### config.mk
export PLATFORM = sky130hd
export DESIGN_NAME = priority_register_pool_flat
export DESIGN_NICKNAME = d
export VERILOG_FILES = /design/src/rtl/core/prp_pkg.sv /design/src/rtl/core/prp_if.sv /design/src/rtl/core/prp_pick.sv /design/src/rtl/core/prp_preserve.sv /design/src/rtl/core/priority_register_pool.sv /design/src/flat_wrapper.sv
export SDC_FILE = /design/constraint.sdc
export NUM_CORES = 1
export LEC_CHECK = 0
export BUFFER_PORTS_ARGS = -buffer_cell sky130_fd_sc_hd__buf_2
export CORE_MARGIN = 4
export CORE_UTILIZATION = 52
export DETAILED_ROUTE_END_ITERATION = 10
export HOLD_SLACK_MARGIN = 0.05
export PLACE_DENSITY_LB_ADDON = 0.1
export SYNTH_ARGS = -nofsm -noshare
export SYNTH_HDL_FRONTEND = slang
export SYNTH_SLANG_ARGS = --single-unit
### constraint.sdc
create_clock -name clk -period 5.1 [get_ports clk]
set_input_delay 0.255 -clock clk [delete_from_list [all_inputs] [get_ports clk]]
set_output_delay 0.255 -clock clk [all_outputs]
set_load 0.01 [all_outputs]
### src/rtl/core/prp_pkg.sv
package prp_pkg;

	localparam int NUM_REGS  = 16;
	localparam int REG_W     = 4;
	localparam int PRES_MAX  = 5;
	localparam int PRES_LEN_W = 3;
	localparam int ANY_N     = 7;
	localparam int CALL_N    = 5;

	typedef logic [REG_W-1:0]    reg_num_t;
	typedef logic [NUM_REGS-1:0] reg_mask_t;

	typedef enum logic [2:0] {
		CMD_RESERVE     = 3'd0,
		CMD_HOLD        = 3'd1,
		CMD_TRY_RESERVE = 3'd2,
		CMD_ALLOCATE    = 3'd3,
		CMD_TRY_ALLOC   = 3'd4,
		CMD_RELEASE     = 3'd5,
		CMD_DISCARD     = 3'd6
	} cmd_t;

	typedef enum logic [1:0] {
		ST_OK        = 2'd0,
		ST_TRY_FAIL  = 2'd1,
		ST_CONFLICT  = 2'd2,
		ST_EXHAUSTED = 2'd3
	} status_t;

	localparam reg_num_t REG_RBX = 4'd3;
	localparam reg_num_t REG_RSI = 4'd6;
	localparam reg_num_t REG_RDI = 4'd7;
	localparam reg_num_t REG_R8  = 4'd8;
	localparam reg_num_t REG_R9  = 4'd9;
	localparam reg_num_t REG_R12 = 4'd12;
	localparam reg_num_t REG_R13 = 4'd13;
	localparam reg_num_t REG_R14 = 4'd14;
	localparam reg_num_t REG_R15 = 4'd15;

	// allocation priority, general and across-call
	localparam reg_num_t ORDER_ANY [ANY_N] = '{
		REG_R8, REG_R9, REG_RBX, REG_R12, REG_R13, REG_R14, REG_R15
	};
	localparam reg_num_t ORDER_CALL [CALL_N] = '{
		REG_RBX, REG_R12, REG_R13, REG_R14, REG_R15
	};

	// one update of the preserve list
	typedef struct packed {
		logic     add;
		logic     drop;
		reg_num_t num;
	} pres_op_t;

	// result of the priority pick
	typedef struct packed {
		logic     found;
		reg_num_t num;
	} pick_t;

	function automatic logic callee_saved(reg_num_t r);
		return (r == REG_RBX) || (r == REG_R12) || (r == REG_R13) ||
			(r == REG_R14) || (r == REG_R15);
	endfunction

	function automatic logic freeable(reg_num_t r);
		return (r == REG_RSI) || (r == REG_RDI) || (r == REG_R8) ||
			(r == REG_R9) || callee_saved(r);
	endfunction

endpackage

### src/rtl/core/prp_if.sv
interface prp_req_if;
	logic       valid;
	logic       ready;
	logic [2:0] cmd;
	logic [3:0] reg_in;
	logic       spans_call;

	modport source (output valid, cmd, reg_in, spans_call, input ready);
	modport sink   (input valid, cmd, reg_in, spans_call, output ready);
endinterface

interface prp_rsp_if;
	logic        valid;
	logic        ready;
	logic [1:0]  status;
	logic [3:0]  reg_out;
	logic [15:0] used_mask;
	logic [15:0] held_mask;
	logic [2:0]  preserve_count;
	logic [19:0] preserve_list;

	modport source (output valid, status, reg_out, used_mask, held_mask,
		preserve_count, preserve_list, input ready);
	modport sink   (input valid, status, reg_out, used_mask, held_mask,
		preserve_count, preserve_list, output ready);
endinterface

### src/rtl/core/prp_pick.sv
module prp_pick (
	input  prp_pkg::reg_mask_t used,
	input  prp_pkg::reg_mask_t held,
	input  logic               spans_call,
	output prp_pkg::pick_t     pick
);
	import prp_pkg::*;

	logic found_free;
	logic found_any;
	reg_num_t num_free;
	reg_num_t num_any;

	// scan priority order back to front so the first candidate wins
	always_comb begin
		found_free = 1'b0;
		found_any  = 1'b0;
		num_free   = '0;
		num_any    = '0;
		if (spans_call) begin
			for (int i = CALL_N - 1; i >= 0; i--) begin
				if (!used[ORDER_CALL[i]]) begin
					found_any = 1'b1;
					num_any   = ORDER_CALL[i];
					if (!held[ORDER_CALL[i]]) begin
						found_free = 1'b1;
						num_free   = ORDER_CALL[i];
					end
				end
			end
		end else begin
			for (int i = ANY_N - 1; i >= 0; i--) begin
				if (!used[ORDER_ANY[i]]) begin
					found_any = 1'b1;
					num_any   = ORDER_ANY[i];
					if (!held[ORDER_ANY[i]]) begin
						found_free = 1'b1;
						num_free   = ORDER_ANY[i];
					end
				end
			end
		end
	end

	// prefer an unheld register, fall back to a held one
	assign pick.found = found_any;
	assign pick.num   = found_free ? num_free : num_any;

endmodule

### src/rtl/core/prp_preserve.sv
module prp_preserve (
	input  logic                               clk,
	input  logic                               arst_n,
	input  logic                               en,
	input  prp_pkg::pres_op_t                  op,
	output logic [prp_pkg::PRES_LEN_W-1:0]     len_next,
	output logic [prp_pkg::PRES_MAX*prp_pkg::REG_W-1:0] list_next
);
	import prp_pkg::*;

	reg_num_t              ent_q [PRES_MAX];
	logic [PRES_LEN_W-1:0] len_q;
	reg_num_t              ent_d [PRES_MAX];
	logic [PRES_MAX-1:0]   hit;
	logic                  found;

	// find the register among the live entries
	always_comb begin
		for (int i = 0; i < PRES_MAX; i++) begin
			hit[i] = (PRES_LEN_W'(i) < len_q) && (ent_q[i] == op.num);
		end
	end
	assign found = |hit;

	// append on first reserve, close the gap on drop
	always_comb begin
		logic shift;
		shift    = 1'b0;
		ent_d    = ent_q;
		len_next = len_q;
		if (en && op.add && !found && (len_q < PRES_LEN_W'(PRES_MAX))) begin
			for (int i = 0; i < PRES_MAX; i++) begin
				if (len_q == PRES_LEN_W'(i)) begin
					ent_d[i] = op.num;
				end
			end
			len_next = len_q + PRES_LEN_W'(1);
		end else if (en && op.drop && found) begin
			for (int i = 0; i < PRES_MAX - 1; i++) begin
				shift = shift | hit[i];
				if (shift) begin
					ent_d[i] = ent_q[i+1];
				end
			end
			len_next = len_q - PRES_LEN_W'(1);
		end
	end

	// pack live entries, zero the rest
	always_comb begin
		for (int i = 0; i < PRES_MAX; i++) begin
			list_next[i*REG_W +: REG_W] = (PRES_LEN_W'(i) < len_next) ? ent_d[i] : '0;
		end
	end

	always_ff @(posedge clk or negedge arst_n) begin
		if (!arst_n) begin
			len_q <= '0;
		end else if (en) begin
			len_q <= len_next;
		end
	end

	// entries carry no reset: only those below the length are read
	always_ff @(posedge clk) begin
		if (en) begin
			ent_q <= ent_d;
		end
	end

endmodule

### src/rtl/core/priority_register_pool.sv
// Channel  Role  Beat fields
// -------  ----  ------------------------------------------------------------
// req      sink  cmd, reg_in, spans_call
// rsp      src   status, reg_out, used_mask, held_mask, preserve_count,
//               preserve_list
//
// One command per cycle sustained while rsp takes beats; from accept, each
// goes through an input register, then the pick and state update, then the
// result register. Pool state changes at the edge the result is loaded.
// Reset clears used, hold, counts and the preserve length; preserve entries
// are left as they are. When rsp stalls, a waiting command holds in the
// input register and req drops ready until the result beat moves on.
module priority_register_pool #(
	parameter int COUNT_BITS = 8
) (
	input logic    clk,
	input logic    arst_n,
	prp_req_if.sink   req,
	prp_rsp_if.source rsp
);
	import prp_pkg::*;

	// input register
	logic     valid_s1;
	cmd_t     cmd_s1;
	reg_num_t reg_s1;
	logic     across_s1;

	// pool state
	reg_mask_t             used_q;
	reg_mask_t             held_q;
	logic [COUNT_BITS-1:0] cnt_q [NUM_REGS];

	logic      advance;
	pick_t     pick;
	logic      take;
	reg_num_t  take_num;
	reg_mask_t used_d;
	reg_mask_t held_d;
	status_t   status_d;
	reg_num_t  reg_out_d;
	logic      drop;
	logic [NUM_REGS-1:0] cnt_one;
	pres_op_t  pres_op;
	logic [PRES_LEN_W-1:0]     pres_len_d;
	logic [PRES_MAX*REG_W-1:0] pres_list_d;

	assign advance   = valid_s1 && (!rsp.valid || rsp.ready);
	assign req.ready = !valid_s1 || advance;

	// hold a beat until it can move into the result register
	always_ff @(posedge clk or negedge arst_n) begin
		if (!arst_n) begin
			valid_s1 <= 1'b0;
		end else if (req.ready) begin
			valid_s1 <= req.valid;
		end
	end

	always_ff @(posedge clk) begin
		if (req.ready && req.valid) begin
			cmd_s1    <= cmd_t'(req.cmd);
			reg_s1    <= req.reg_in;
			across_s1 <= req.spans_call;
		end
	end

	prp_pick u_pick (
		.used       (used_q),
		.held       (held_q),
		.spans_call (across_s1),
		.pick       (pick)
	);

	// per-register flag: count is exactly one
	always_comb begin
		for (int r = 0; r < NUM_REGS; r++) begin
			cnt_one[r] = (cnt_q[r] == COUNT_BITS'(1));
		end
	end

	// decode the command against current state
	always_comb begin
		take      = 1'b0;
		take_num  = reg_s1;
		drop      = 1'b0;
		status_d  = ST_OK;
		reg_out_d = reg_s1;
		used_d    = used_q;
		held_d    = held_q;
		case (cmd_s1)
			CMD_RESERVE: begin
				if (used_q[reg_s1]) status_d = ST_CONFLICT;
				else take = 1'b1;
			end
			CMD_HOLD: begin
				held_d[reg_s1] = 1'b1;
			end
			CMD_TRY_RESERVE: begin
				if (used_q[reg_s1]) status_d = ST_TRY_FAIL;
				else take = 1'b1;
			end
			CMD_ALLOCATE, CMD_TRY_ALLOC: begin
				if (pick.found) begin
					take      = 1'b1;
					take_num  = pick.num;
					reg_out_d = pick.num;
				end else begin
					status_d = (cmd_s1 == CMD_ALLOCATE) ? ST_EXHAUSTED : ST_TRY_FAIL;
				end
			end
			CMD_RELEASE: begin
				if (freeable(reg_s1)) used_d[reg_s1] = 1'b0;
			end
			CMD_DISCARD: begin
				if (freeable(reg_s1)) used_d[reg_s1] = 1'b0;
				drop = callee_saved(reg_s1) && cnt_one[reg_s1];
			end
			default: begin
			end
		endcase
		if (take) begin
			used_d[take_num] = 1'b1;
			held_d[take_num] = 1'b0;
		end
	end

	assign pres_op.add  = take && callee_saved(take_num);
	assign pres_op.drop = drop;
	assign pres_op.num  = take_num;

	prp_preserve u_preserve (
		.clk       (clk),
		.arst_n    (arst_n),
		.en        (advance),
		.op        (pres_op),
		.len_next  (pres_len_d),
		.list_next (pres_list_d)
	);

	// advance pool state with the result
	always_ff @(posedge clk or negedge arst_n) begin
		if (!arst_n) begin
			used_q <= '0;
			held_q <= '0;
			for (int r = 0; r < NUM_REGS; r++) begin
				cnt_q[r] <= '0;
			end
		end else if (advance) begin
			used_q <= used_d;
			held_q <= held_d;
			for (int r = 0; r < NUM_REGS; r++) begin
				if (take && (take_num == REG_W'(r)) && (cnt_q[r] != '1)) begin
					cnt_q[r] <= cnt_q[r] + COUNT_BITS'(1);
				end
			end
		end
	end

	// result register
	always_ff @(posedge clk or negedge arst_n) begin
		if (!arst_n) begin
			rsp.valid <= 1'b0;
		end else if (advance) begin
			rsp.valid <= 1'b1;
		end else if (rsp.ready) begin
			rsp.valid <= 1'b0;
		end
	end

	always_ff @(posedge clk) begin
		if (advance) begin
			rsp.status         <= status_d;
			rsp.reg_out        <= reg_out_d;
			rsp.used_mask      <= used_d;
			rsp.held_mask      <= held_d;
			rsp.preserve_count <= pres_len_d;
			rsp.preserve_list  <= pres_list_d;
		end
	end

endmodule
### src/flat_wrapper.sv
// flat-port wrapper written by rule: the top's interface ports become plain ports
module priority_register_pool_flat import prp_pkg::*;
#(
	parameter int COUNT_BITS = 8
)
  (clk, arst_n, req_valid, req_cmd, req_reg_in, req_spans_call, req_ready, rsp_valid, rsp_status, rsp_reg_out, rsp_used_mask, rsp_held_mask, rsp_preserve_count, rsp_preserve_list, rsp_ready);
  prp_req_if req_i ();
  prp_rsp_if rsp_i ();
  input logic clk;
  input logic arst_n;
  input wire logic [$bits(req_i.valid)-1:0] req_valid;
  input wire logic [$bits(req_i.cmd)-1:0] req_cmd;
  input wire logic [$bits(req_i.reg_in)-1:0] req_reg_in;
  input wire logic [$bits(req_i.spans_call)-1:0] req_spans_call;
  output wire logic [$bits(req_i.ready)-1:0] req_ready;
  output wire logic [$bits(rsp_i.valid)-1:0] rsp_valid;
  output wire logic [$bits(rsp_i.status)-1:0] rsp_status;
  output wire logic [$bits(rsp_i.reg_out)-1:0] rsp_reg_out;
  output wire logic [$bits(rsp_i.used_mask)-1:0] rsp_used_mask;
  output wire logic [$bits(rsp_i.held_mask)-1:0] rsp_held_mask;
  output wire logic [$bits(rsp_i.preserve_count)-1:0] rsp_preserve_count;
  output wire logic [$bits(rsp_i.preserve_list)-1:0] rsp_preserve_list;
  input wire logic [$bits(rsp_i.ready)-1:0] rsp_ready;
  assign req_i.valid = req_valid;
  assign req_i.cmd = req_cmd;
  assign req_i.reg_in = req_reg_in;
  assign req_i.spans_call = req_spans_call;
  assign req_ready = req_i.ready;
  assign rsp_valid = rsp_i.valid;
  assign rsp_status = rsp_i.status;
  assign rsp_reg_out = rsp_i.reg_out;
  assign rsp_used_mask = rsp_i.used_mask;
  assign rsp_held_mask = rsp_i.held_mask;
  assign rsp_preserve_count = rsp_i.preserve_count;
  assign rsp_preserve_list = rsp_i.preserve_list;
  assign rsp_i.ready = rsp_ready;
  priority_register_pool #(.COUNT_BITS(COUNT_BITS)) u_core (.clk(clk), .arst_n(arst_n), .req(req_i), .rsp(rsp_i));
endmodule
==> impl_results.md <==
* Worst vdd ir at 0.275 mV
* Worst path cell trace: mux4_2 > mux4_2 > o31ai_4 > nand3_1 > a21oi_4 > a21oi_1 > o211ai_1 > nand2_1 > nor3b_1 > and2b_1
* WHS Path Cells at 3
* Initial Util at 0.537
* Max Slew Vio Count at 0
* RSZ-0062 raised after global routing: no
* Gp weighted congestion at 0.915
* GR Overflow Total at 0
* Status: finished clean
* Period utilization at 0.818
* Die width at 145 µm
* Post-Syn Nets at 910
* Yosys Warn Count at 0
* First-pass GRT wire length at 40000 µm
* Worst setup EP type: register
* H-tree Lvls at 4
* DIE HEIGHT at 145 µm
* Worst R2R Setup Slack at 0.93 ns
* Area grow syn2layout at 12.2%
* Port Buffer Count at 74
* Post-CTS Setup Inserts at 0
* Netlist Area Pre-Place at 9810 µm²
* DR iter-0 viols at 749
* Ys async rst share at 0.532
* Hold-fix buffers, CTS at 10
* Filler Cell Count at 1496
* # clock sinks at 190
* Crit path DAT at 4.37 ns
* Wire per inst at 20.7 µm
* Post-synthesis register bit count at 190
* Cells after synthesis at 877
* Total CTS buffers at 17
* Yosys cell types at 90
* Final Setup Violations at 0
* Core area at 18300 µm²
* CTS tree: yes
* Cell Pwr Density at 432 nW/µm²
* Synthesized area per cell at 11.2 µm²
* Max Fanout on Critical Path at 17
* Hold wc startpoint: rsp_ready
* Count of final hold-check violations at 0
* Clk Latency, worst-skew pair at 0.44 ns
* Ys flop type: dfrtp_1
* Setup_tns at 0 ns
* Max clock buf depth at 2
* Post-route ant nets at 0
* R2R depth at 10
* Crit-path slowest cell: edfxtp_1
* Hold Path End: u_core.rsp.valid$_DFFE_PN0P_
* Drt total wl at 24800 µm
* # diodes at 0
* Most used cell, CP: mux4_2
* Fin crit period at 4.17 ns
* Vias post-DR at 7289
* # IOs at 75
* Resize count post-CTS at 0
* CTS clk-pin slew, worst paths at 0.07 ns
* Required time of the critical path at 5.30 ns
* DRT Pass-1 Iters at 5
* FF-to-FF Start: u_core.reg_s1[1]$_DFFE_PP_
* Critical path startpoint category: register
* Crit Path Class: reg2reg
* Site row count at 49
* Vias in the first global route at 7127
* Vias per std cell at 6.08
* Largest net degree at the start of global routing at 82
* Sequential fraction of the synthesis area at 0.530
* Slew headroom at 0.348
* Clk root buf: clkbuf_16
* Hold Crit Class: in2reg
* Share of layout cells above drive strength 1 at 0.189
* Largest stage delay, worst path at 0.81 ns
* Initial antenna violation count at 0
* Final Non-Filler Cells at 1199
* Fin util at 0.602
* Setup Skew at 0.0117 ns
* Reg-to-reg endpoint: u_core.rsp.preserve_list[5]$_SDFFCE_PP0P_
* Nets at 990
* Number of max-cap violations at 0
* Slew @ Worst Pin at 0.978 ns
* Inst Count DP at 1157
* Static leakage at 4.66 nW
* Dpl hpwl at 17700 µm
* Drc violations at 0
* Gr usage total at 0.238
* Die area at 21100 µm²
* Fmax at 240 MHz
* EDFF count, synth at 89
[worst max path at each step]
| stage | from | slack [ns] | end |
|---|---|---|---|
| 2_1_floorplan | u_core.rsp.valid$_DFFE_PN0P_ | 1.19 | u_core.rsp.held_mask[0]$_DFFE_PP_ |
| 3_3_place_gp | u_core.reg_s1[1]$_DFFE_PP_ | 1.08 | u_core.rsp.preserve_list[5]$_SDFFCE_PP0P_ |
| 3_5_place_dp | u_core.reg_s1[1]$_DFFE_PP_ | 0.93 | u_core.rsp.preserve_list[5]$_SDFFCE_PP0P_ |
| 4_1_cts | u_core.reg_s1[1]$_DFFE_PP_ | 0.90 | u_core.rsp.preserve_list[5]$_SDFFCE_PP0P_ |
| 5_1_grt | u_core.reg_s1[1]$_DFFE_PP_ | 0.61 | u_core.rsp.preserve_list[5]$_SDFFCE_PP0P_ |
| 6_report | u_core.reg_s1[1]$_DFFE_PP_ | 0.93 | u_core.rsp.preserve_list[5]$_SDFFCE_PP0P_ |
[flip-flops by register name (all words and copies together), names as in the netlist]
name	flops
u_core.cnt_q	64
u_core.rsp.preserve_list	20
u_core.u_preserve.ent_q	20
u_core.held_q	16
u_core.rsp.held_mask	16
u_core.rsp.used_mask	16
u_core.used_q	16
u_core.reg_s1	4
u_core.rsp.reg_out	4
u_core.cmd_s1	3
u_core.rsp.preserve_count	3
u_core.u_preserve.len_q	3
u_core.rsp.status	2
u_core.across_s1	1
u_core.rsp.valid	1
u_core.valid_s1	1
[report_power, final]
part / total, mW / switching, mW / internal, mW
clock: 1.26 / 0.617 / 0.641
sequential: 2.25 / 0.304 / 1.94
combinational: 1.25 / 0.731 / 0.516
total: 4.75 / 1.65 / 3.10
[cell usage after synthesis, types with 11 or more instances]
library cell  count  share of area
edfxtp_1         89           0.27
nor2_1           82          0.031
dfrtp_1         101           0.26
xor2_1           29          0.026
nand3_1          36          0.018
xnor2_1          53          0.047
a31oi_1          13         0.0083
nand2_1          81          0.031
ha_1             21          0.027
o21ai_0          18         0.0092
and3_1           19          0.012
clkbuf_1         11         0.0042
nor2b_1          14         0.0089
a21oi_1          47          0.024
inv_1            23         0.0088
nand4_1          17          0.011
nor3_1           13         0.0066
[per-stage QoR]
step / cell area [µm²] / hold slack [ns] / power, mW / worst slack [ns]
2_1_floorplan: 9810 / -0.0406 / 3.07 / 1.19
3_3_place_gp: 10400 / 0.208 / 3.47 / 1.08
3_5_place_dp: 10400 / 0.217 / 3.50 / 0.928
4_1_cts: 11000 / 0.101 / 4.78 / 0.899
5_1_grt: 11000 / 0.151 / 5.02 / 0.608
6_report: 11000 / 0.112 / 4.75 / 0.926
[cell usage in the layout, fill, tap and decap left out, types with 4 or more instances in the layout]
cell type      instances
inv_4                  4
and2_1                 9
a211oi_1               7
buf_4                  9
inv_6                  4
nand2_1               81
nand3_1               36
ha_1                  21
edfxtp_1              89
o21bai_1               4
nand4_1               17
nand2b_1               9
nor2_1                82
a311oi_2               6
inv_1                 22
dfrtp_1              101
nor3_1                13
a31oi_1               13
and4_1                 9
nor2b_1               14
mux2_2                 7
buf_2                 73
a21oi_1               47
or2_2                 10
o22ai_1                8
xor2_1                29
o21a_1                 4
o21ai_0               18
and3_1                19
clkbuf_16             17
dlygate4sd3_1         10
nor4_1                 7
o221a_2                6
nor3b_1                5
mux2i_1                7
xnor2_1               53
a21o_1                10
[cell families (layout without fill, tap and decap cells)]
logic type	count (synthesis)	count (layout)	synth area share
and+or+nand+nor	342	342	0.185
adders and majority gates	21	21	0.0268
xor gates and xnor gates	82	82	0.0732
muxes	20	20	0.0288
AOI/OAI and AO/OA	164	164	0.127
DFF	190	190	0.530
buffers and inverters	58	151	0.0286
[worst max-delay path: cells and delay by family (launching register included)]
kind,cells,cell delay [ns]
simple gates,4,1.10
mux,2,1.10
flops,1,0.81
compound gates,4,0.90
[per-layer routing]
layer / global-route usage / part of all wire / up-vias
li1: - / - / 3360
met3: 0.0505 / 0.069 / 40
met4: 0.0670 / 0.019 / 0
met2: 0.380 / 0.48 / 284
met1: 0.333 / 0.43 / 3605
met5: 0 / 0 / -
[cell type report]
class	count	area [µm²]	area share
Clock buffer	20	438	0.0398
Multi-Input combinational cell	629	4330	0.393
Clock inverter	12	106	0.00967
Timing Repair Buffer	92	533	0.0484
Inverter	27	111	0.0101
Tap cell	229	287	0.0260
Sequential cell	190	5200	0.473
Note: power is estimated with default switching activity, not from simulation.
